===== config.mk =====
export PLATFORM = sky130hd
export DESIGN_NAME = seahash_64bit_stream_hash
export DESIGN_NICKNAME = d
export VERILOG_FILES = /design/src/rtl/core/sh64_pkg.sv /design/src/rtl/core/seahash_64bit_stream_hash.sv
export SDC_FILE = /design/constraint.sdc
export NUM_CORES = 2
export LEC_CHECK = 0
export ABC_CLOCK_PERIOD_IN_PS = 20500
export BUFFER_PORTS_ARGS = -buffer_cell sky130_fd_sc_hd__buf_2
export CORE_UTILIZATION = 30
export DETAILED_ROUTE_END_ITERATION = 8
export PLACE_DENSITY_LB_ADDON = 0.08
export SYNTH_ARGS = -nofsm -noshare
export SYNTH_HDL_FRONTEND = slang
export SYNTH_SLANG_ARGS = --single-unit

===== constraint.sdc =====
create_clock -name clk -period 20.5 [get_ports clk]
set_input_delay 2.05 -clock clk [delete_from_list [all_inputs] [get_ports clk]]
set_output_delay 2.05 -clock clk [all_outputs]
set_load 0.01 [all_outputs]

===== src/rtl/core/sh64_pkg.sv =====
// SeaHash 64-bit stream hasher: shared types and constants.
// Used by the top level seahash_64bit_stream_hash; no dependencies.
package sh64_pkg;

	localparam logic [63:0] MIX_MUL    = 64'h6eed0e9da4d94a4f;
	localparam logic [31:0] MIX_MUL_LO = MIX_MUL[31:0];
	localparam logic [31:0] MIX_MUL_HI = MIX_MUL[63:32];

	localparam int unsigned LANE_COUNT = 4;
	localparam int unsigned WORD_BYTES = 8;

	typedef logic [63:0] word_t;
	typedef logic [3:0]  byte_cnt_t;
	typedef logic [1:0]  lane_idx_t;

	// Keep bytes below the valid count, clear the rest.
	function automatic word_t byte_mask(input byte_cnt_t n);
		word_t m;
		m = '0;
		for (int i = 0; i < WORD_BYTES; i++) begin
			if (4'(i) < n)
				m[i*8 +: 8] = 8'hff;
		end
		return m;
	endfunction

endpackage


===== src/rtl/core/seahash_64bit_stream_hash.sv =====
// SeaHash 64-bit stream hasher, top level.
// Input words arrive on a valid/stall channel; hash results leave on another.
// Seeds are written through a plain write port: index 0..3 selects seed_q[0..3].
// A message is a run of words closed by last_word; the first word of a message
// loads the four lanes from the seeds and clears the byte count.
// One 32x32 multiplier is shared: a 64-bit multiply forms the low product, then
// folds two cross products into the upper half; one mix is multiply, shift-xor,
// multiply.
// A word with valid bytes runs one mix; in_stall is high meanwhile, so the next
// word is accepted only once the block has returned to its idle state.
// A last word adds a final mix, after which the result is loaded into the output
// register and shown on out_valid; an empty last word runs only the final mix.
// The result sits in an output register; the next message may start while it
// waits. If out_stall holds that register full when another result is ready,
// the block waits in its output state and keeps in_stall high.
// Reset clears the seeds to zero, closes any open message and empties the
// output register.
module seahash_64bit_stream_hash
	import sh64_pkg::*;
(
	input  logic        clk,
	input  logic        arst_n,
	input  logic        cfg_we,
	input  logic [1:0]  cfg_index,
	input  logic [63:0] cfg_data,
	input  logic        in_valid,
	output logic        in_stall,
	input  logic [63:0] data_word,
	input  logic [3:0]  valid_bytes,
	input  logic        last_word,
	output logic        out_valid,
	input  logic        out_stall,
	output logic [63:0] hash_value
);

	localparam logic [1:0] ST_IDLE = 2'd0;
	localparam logic [1:0] ST_MUL  = 2'd1;
	localparam logic [1:0] ST_XS   = 2'd2;
	localparam logic [1:0] ST_OUT  = 2'd3;

	localparam lane_idx_t REG_SEED0 = 2'd0;
	localparam lane_idx_t REG_SEED1 = 2'd1;
	localparam lane_idx_t REG_SEED2 = 2'd2;
	localparam lane_idx_t REG_SEED3 = 2'd3;

	word_t     seed_q [LANE_COUNT];
	word_t     lanes_q [LANE_COUNT];
	word_t     total_q;
	word_t     x_q;
	word_t     acc_q;
	word_t     hash_q;
	logic [1:0] state_q;
	logic [1:0] phase_q;
	logic      second_q;
	logic      final_q;
	logic      last_q;
	logic      open_q;
	logic      out_valid_q;

	logic      in_fire;
	byte_cnt_t n_sat;
	word_t     base_lanes [LANE_COUNT];
	word_t     base_total;
	word_t     word_masked;
	logic [31:0] mul_a;
	logic [31:0] mul_b;
	word_t     prod;
	logic [31:0] acc_hi_sum;
	word_t     mul_res;
	logic [31:0] xs_shift;

	assign in_stall  = (state_q != ST_IDLE);
	assign in_fire   = in_valid && !in_stall;
	assign out_valid = out_valid_q;
	assign hash_value = hash_q;

	assign n_sat       = valid_bytes[3] ? 4'd8 : valid_bytes;
	assign word_masked = data_word & byte_mask(n_sat);

	always_comb begin
		for (int i = 0; i < LANE_COUNT; i++)
			base_lanes[i] = open_q ? lanes_q[i] : seed_q[i];
		base_total = open_q ? total_q : '0;
	end

	// Shared multiplier: low word by low constant, then the two cross terms.
	always_comb begin
		mul_a = (phase_q == 2'd1) ? x_q[63:32] : x_q[31:0];
		mul_b = (phase_q == 2'd2) ? MIX_MUL_HI : MIX_MUL_LO;
	end
	assign prod       = 64'(mul_a) * 64'(mul_b);
	assign acc_hi_sum = acc_q[63:32] + prod[31:0];
	assign mul_res    = {acc_hi_sum, acc_q[31:0]};
	assign xs_shift   = x_q[63:32] >> x_q[63:60];

	always_ff @(posedge clk or negedge arst_n) begin
		if (!arst_n) begin
			for (int i = 0; i < LANE_COUNT; i++)
				seed_q[i] <= '0;
		end else if (cfg_we) begin
			unique case (cfg_index)
				REG_SEED0: seed_q[0] <= cfg_data;
				REG_SEED1: seed_q[1] <= cfg_data;
				REG_SEED2: seed_q[2] <= cfg_data;
				REG_SEED3: seed_q[3] <= cfg_data;
				default:   ;
			endcase
		end
	end

	always_ff @(posedge clk or negedge arst_n) begin
		if (!arst_n) begin
			state_q     <= ST_IDLE;
			phase_q     <= 2'd0;
			second_q    <= 1'b0;
			final_q     <= 1'b0;
			last_q      <= 1'b0;
			open_q      <= 1'b0;
			out_valid_q <= 1'b0;
		end else begin
			// load a new result, else drop the one just taken
			if (state_q == ST_OUT && (!out_valid_q || !out_stall))
				out_valid_q <= 1'b1;
			else if (out_valid_q && !out_stall)
				out_valid_q <= 1'b0;
			unique case (state_q)
				ST_IDLE: begin
					if (in_fire) begin
						open_q   <= 1'b1;
						last_q   <= last_word;
						phase_q  <= 2'd0;
						second_q <= 1'b0;
						if (n_sat != 4'd0) begin
							final_q <= 1'b0;
							state_q <= ST_MUL;
						end else if (last_word) begin
							final_q <= 1'b1;
							state_q <= ST_MUL;
						end
					end
				end
				ST_MUL: begin
					if (phase_q == 2'd2) begin
						phase_q <= 2'd0;
						if (!second_q) begin
							state_q <= ST_XS;
						end else if (final_q) begin
							state_q <= ST_OUT;
						end else if (last_q) begin
							// absorbed the last word; run the finishing mix
							final_q  <= 1'b1;
							second_q <= 1'b0;
						end else begin
							state_q <= ST_IDLE;
						end
					end else begin
						phase_q <= phase_q + 2'd1;
					end
				end
				ST_XS: begin
					second_q <= 1'b1;
					state_q  <= ST_MUL;
				end
				ST_OUT: begin
					// hold until the output register is free
					if (!out_valid_q || !out_stall) begin
						open_q      <= 1'b0;
						state_q     <= ST_IDLE;
					end
				end
				default: state_q <= ST_IDLE;
			endcase
		end
	end

	always_ff @(posedge clk) begin
		unique case (state_q)
			ST_IDLE: begin
				if (in_fire) begin
					for (int i = 0; i < LANE_COUNT; i++)
						lanes_q[i] <= base_lanes[i];
					total_q <= base_total + 64'(n_sat);
					if (n_sat != 4'd0)
						x_q <= base_lanes[0] ^ word_masked;
					else
						x_q <= base_lanes[0] ^ base_lanes[1] ^ base_lanes[2]
							^ base_lanes[3] ^ base_total;
				end
			end
			ST_MUL: begin
				unique case (phase_q)
					2'd0: acc_q <= prod;
					2'd1: acc_q[63:32] <= acc_hi_sum;
					default: begin
						if (!second_q || final_q) begin
							x_q <= mul_res;
						end else begin
							// rotate lanes, mixed value enters at the back
							lanes_q[0] <= lanes_q[1];
							lanes_q[1] <= lanes_q[2];
							lanes_q[2] <= lanes_q[3];
							lanes_q[3] <= mul_res;
							x_q <= lanes_q[1] ^ lanes_q[2] ^ lanes_q[3]
								^ mul_res ^ total_q;
						end
					end
				endcase
			end
			ST_XS: x_q <= x_q ^ {32'b0, xs_shift};
			ST_OUT: begin
				if (!out_valid_q || !out_stall)
					hash_q <= x_q;
			end
			default: ;
		endcase
	end

`ifndef NO_ASSERTIONS
	a_out_from_out_state: assert property (@(posedge clk) disable iff (!arst_n)
		$rose(out_valid_q) |-> $past(state_q == ST_OUT))
		else $error("result appeared outside the output state");

	a_phase_range: assert property (@(posedge clk) disable iff (!arst_n)
		phase_q != 2'd3)
		else $error("multiplier phase out of range");

	a_xs_first_pass: assert property (@(posedge clk) disable iff (!arst_n)
		state_q == ST_XS |-> !second_q && $past(state_q == ST_MUL && phase_q == 2'd2))
		else $error("shift-xor step out of sequence");

	a_close_on_result: assert property (@(posedge clk) disable iff (!arst_n)
		$fell(open_q) |-> out_valid_q && $past(state_q == ST_OUT))
		else $error("message closed without a result");
`endif

endmodule

Yosys cells after proc, flatten, opt, wreduce, memory -nomap -nowiden
Memories as Yosys holds them, arrays and structs flattened.
Index checks and enable logic that the tools add are counted.
Operators by class
  add/sub/neg operators: 3
  bitwise logic cells: 15
  multiplexer cells: 64
  multiply operators: 1
  $lt $le $gt $ge: 8
  reductions and logical operators: 34
  eq/ne operators: 15
  shift operators: 1
Operators by type and width (number)
  64-bit 2-to-1 mux: 13
  64-bit bitwise XOR: 9
  64-bit case mux with 3 select lines: 1
  64-bit by 4-bit adder with 64-bit output: 1
  64-bit bitwise AND: 1
  32-bit by 32-bit multiplier with 64-bit output: 1
  32-bit 2-to-1 mux: 2
  8-bit 2-to-1 mux: 8
  32-bit case mux with 2 select lines: 1
  64-bit by 32-bit bitwise XOR with 64-bit output: 1
  32-bit adder: 1
  32-bit by 4-bit >> shifter with 32-bit output: 1
  1-bit 2-to-1 mux: 23
  2-bit 2-to-1 mux: 10
  2-bit AND reduction: 9
  3-bit by 4-bit less-than comparator with 1-bit output, first input constant: 4
  2-bit == test, second input constant: 5
  5-bit AND reduction: 2
  2-bit nonzero test: 5
  3-bit AND reduction: 3
  1-bit by 4-bit less-than comparator with 1-bit output, first input constant: 2
  2-bit by 4-bit less-than comparator with 1-bit output, first input constant: 2
  2-bit inequality test, second input constant: 4
  2-bit case mux with 4 select lines: 1
  other kinds (17): 31
Storage, ports and cells
  RAM bits: 256
  bits in registers: 521
  memories: 1
  word-level logic and storage cells: 158
Memory list
  lanes_q: depth 4, bits a word 64, read ports 4, clocked after memory_dff 0, wr ports 4, line seahash_64bit_stream_hash.sv:47  | word_t lanes_q [LANE_COUNT];

Depth between registers and ports, before layout
  depth in word-level cells: 9
  depth in mapped cells: 42

Least setup slack after synthesis
No wires, ideal clock.
  kind: register to register
  from: reg phase_q[0]
  to: reg x_q[60], data pin
  cell stages (with the launch flop): 34
  arrival: 9.097 ns
  buffers on the path: 2
  path slack: 11.148 ns
  required time: 20.244 ns
  cells stage by stage: dfrtp_1 > nor2b_1 > clkbuf_1 > mux2i_1 > nor2_1 > or2_2 > fa_1 > inv_1 > fa_1 > inv_1 > fa_1 > ha_1 > ha_1 > inv_1 > fa_1 > inv_1 > fa_1 > ha_1 > a21oi_1 > nand4b_1 > a221oi_2 > o21bai_1 > a21oi_1 > xnor2_1 > ha_1 > clkbuf_1 > a211o_1 > o31ai_1 > o31ai_1 > a221o_1 > a21oi_1 > xor2_1 > xor2_1 > a31o_2
Between the ends
  longest elaborated chain between the ends: 9
  elaborated cells between the ends (all ways): 11
  classes of those cells: add/sub: 1; mul: 1; eq/ne: 2; mux: 5; bitwise: 2
Ends and longest elaborated chain
  start, declared: line seahash_64bit_stream_hash.sv:53  | logic [1:0] phase_q;
  start signal, assigned: line seahash_64bit_stream_hash.sv:157  | phase_q <= phase_q + 2'd1;
  2-bit by 1-bit == test with 1-bit output or 2-bit == test (tied branches): line seahash_64bit_stream_hash.sv:88, seahash_64bit_stream_hash.sv:89
  32-bit 2-to-1 mux, on equally long branches: line seahash_64bit_stream_hash.sv:88, seahash_64bit_stream_hash.sv:89
  32-bit by 32-bit multiplier with 64-bit output *: line seahash_64bit_stream_hash.sv:91  | assign prod = 64'(mul_a) * 64'(mul_b);
  via prod[17]: line seahash_64bit_stream_hash.sv:67  | word_t prod;
  32-bit adder *: line seahash_64bit_stream_hash.sv:92  | assign acc_hi_sum = acc_q[63:32] + prod[31:0];
  64-bit bitwise XOR (2 in series): line seahash_64bit_stream_hash.sv:204  | ^ mul_res ^ total_q;
  64-bit 2-to-1 mux *: line seahash_64bit_stream_hash.sv:195  | if (!second_q || final_q) begin
  64-bit 2-to-1 mux *: line seahash_64bit_stream_hash.sv:191  | unique case (phase_q)
  64-bit case mux with 3 select lines *: line seahash_64bit_stream_hash.sv:177  | unique case (state_q)
  end signal, assigned: line seahash_64bit_stream_hash.sv:196  | x_q <= mul_res;
  end signal, assigned: line seahash_64bit_stream_hash.sv:203  | x_q <= lanes_q[1] ^ lanes_q[2] ^ lanes_q[3]
  end signal, assigned: line seahash_64bit_stream_hash.sv:209  | ST_XS: x_q <= x_q ^ {32'b0, xs_shift};
  end, declared: line seahash_64bit_stream_hash.sv:49  | word_t x_q;
The timed path passes the listed nets; every way through them passes the cells marked *. The select of a mux whose other input is x is not followed.
A chain may end at the register's enable or synchronous reset.

Final worst setup path
Same ends and word-level chain as after synthesis.

==> flow_summary.toml <==
[hold_path]
hold_path_depth = 1
hold_path_class = "reg -> reg"

[run]
maxCapViolCount = 0

[cells_and_area]
seq_area_um2 = 22000
final_cell_mix = "inv_1 (909), fa_1 (603), a21oi_1 (518)"
final_common_cell = "inv_1"
fin_cells = 9569
multi_input_comb_area_um2 = 40200
syn_to_final_growth_pct = 12.5
final_area_um2 = 74700
drive_above_1_share = 0.121
final_nets = 7717
fillers = 22800

[timing]
tns_ns = 0
setup_violations = 0
period_minus_slack_ns = 12.25
finalHoldViolations = 0
tightestPinTransition_ns = 1.21
fin_worst_skew_ns = 0.0663
fmax_mhz = 81.6
slew_headroom = 0.168
rsz0062_at_grt = "false"
slew_violations = 0
finalCritPeriodShare = 0.598

[clocking]
clkLatencyLatePin_ns = 0.79
cts_sinks = 777
clockBufferDepth = 3
cts.htree.levels = 3
post_cts_buffers = 0
cts_tree = "yes"
numCtsBuffers = 99
post_cts_resized = 0
clk_pin_slew_ns = 0.06
hold_buffers = 0
cts-root-buf = "clkbuf_16"

[worst_setup_path]
crit_required_ns = 21.03
rr_worst_depth = 33
crit_top_cell = "ha_1"
start_kind = "flip-flop"
crit_fanout = 43
crit_type = "reg -> reg"
crit_arrival_ns = 12.79
critPathSlowestCell = "mux2i_1"
crit_path_end_kind = "flip-flop"
cpPeakStageDelay_ns = 1.05

[die]
fp-row-count = 172
die_x_um = 473
fp.dieH_um = 473
start_util = 0.302
die-area_um2 = 223000
core_area_um2 = 220000
io_pins = 206

[drt]
drtIter0Drc = 3185
num_vias = 46600
post-route-drc-count = 0
routed_wirelength_um = 253000
routedWlPerCell_um = 26.5
drt-pass1-iter-count = 5
via_per_inst = 4.87
ant_nets = 0

[yosys]
yosysSeqAreaShare = 0.331
synth_seq_cells = 777
netlist_area_um2 = 66400
synthDistinctLibCells = 78
synth-edff-count = 512
synthCells = 6328
ys.flop_type = "edfxtp_1"
synth_warnings = 0
avgSynthCellArea_um2 = 10.5
async_flop_share = 0.341

[placed_design]
numPortBuffers = 205
dpl.hpwl_um = 198000
gp_congestion = 0.907
placed_area_um2 = 71300
placedCellCount = 9372

[global_routing]
grt_max_degree = 163
grt_usage = 0.227
grt_pass1_vias = 48800
grt_pass1_wl_um = 364000
overflow = 0
antenna_found_initial = 24

[outcome]
outcome = "finished, final reports clean"
==> metal layers <==
metal | wire (µm) | track usage | share of wire
met5 | 102 | 0 | 0.00040
met2 | 121000 | 0.378 | 0.48
met4 | 4880 | 0.0466 | 0.019
met1 | 118000 | 0.315 | 0.46
met3 | 9720 | 0.0281 | 0.038
==> registers in the layout (all words and copies together) (netlist names) <==
register    cells
phase_q         2
hash_value     64
last_q          1
final_q         1
second_q        1
open_q          1
total_q        64
state_q         2
acc_q          64
seed_q        256
x_q            64
out_valid       1
lanes_q       256
==> logic make-up after synthesis <==
logic type | after synthesis | synth area share
buffers and inverters | 1178 | 0.0667
and+or+nand+nor | 1126 | 0.0738
adders and majority gates | 1062 | 0.268
AOI/OAI and AO/OA | 990 | 0.0862
DFF | 777 | 0.331
xor gates and xnor gates | 640 | 0.0844
muxes | 553 | 0.0894
other | 2 | 0.000113
==> worst paths after layout <==
check / start / end / slack [ns]
max: phase_q[0]$_DFFE_PN0P_ / x_q[60]$_DFFE_PP_ / 8.25
min: seed_q[73]$_DFFE_PN0P_ / seed_q[73]$_DFFE_PN0P_ / 0.50
max reg2reg: phase_q[0]$_DFFE_PN0P_ / x_q[60]$_DFFE_PP_ / 8.25
min reg2reg: seed_q[73]$_DFFE_PN0P_ / seed_q[73]$_DFFE_PN0P_ / 0.50
max in group asynchronous: arst_n / open_q$_DFFE_PN0P_ / 17.28
min in group asynchronous: arst_n / seed_q[43]$_DFFE_PN0P_ / 1.17
==> cell type report <==
| type | instances | area share |
|---|---|---|
| Tap cell | 2958 | 0.0495 |
| Clock buffer | 148 | 0.0390 |
| Multi-Input combinational cell | 4404 | 0.538 |
| Inverter | 913 | 0.0459 |
| Sequential cell | 777 | 0.295 |
| Timing Repair Buffer | 320 | 0.0258 |
| Antenna cell | 10 | 0.000335 |
| Clock inverter | 39 | 0.00658 |
==> critical path: cells and delay by family (launching register included) <==
kind	cells	cell delay, ns
multiplexers	1	1.05
flip-flops	1	0.56
buffers and inverters	5	1.32
adder cells (fa/ha/maj)	10	3.62
XOR/XNOR	4	1.70
AND/OR/NAND/NOR	3	0.42
AO/OA/AOI/OAI	10	3.33
==> cells in the mapped netlist, drive strengths merged (46+ instances only) <==
cell	instances	area [µm²]
inv	912	3420
fa	603	12100
a21oi	518	2590
edfxtp	512	15400
nor2	481	1810
ha	459	5740
nand2	384	1440
xnor2	381	3340
mux2	274	3090
mux2i	274	2740
dfrtp	265	6630
xor2	259	2270
clkbuf	219	823
o21ai	175	876
a22oi	83	623
nand3	59	300
a21o	55	413
buf	46	183
==> metrics by stage <==
| stage | worst slack (ns) | util | hold slack, ns |
|---|---|---|---|
| 2_1_floorplan | 11.15 | - | 0.424 |
| 3_3_place_gp | 8.71 | 0.324 | 0.480 |
| 3_5_place_dp | 8.63 | 0.324 | 0.486 |
| 4_1_cts | 8.57 | 0.340 | 0.499 |
| 5_1_grt | 7.91 | 0.340 | 0.506 |
| 6_report | 8.25 | 0.340 | 0.497 |
Power is left out: the tool's default activity adds up to more than one toggle a clock period on the data nets, which glitch-free logic cannot reach.
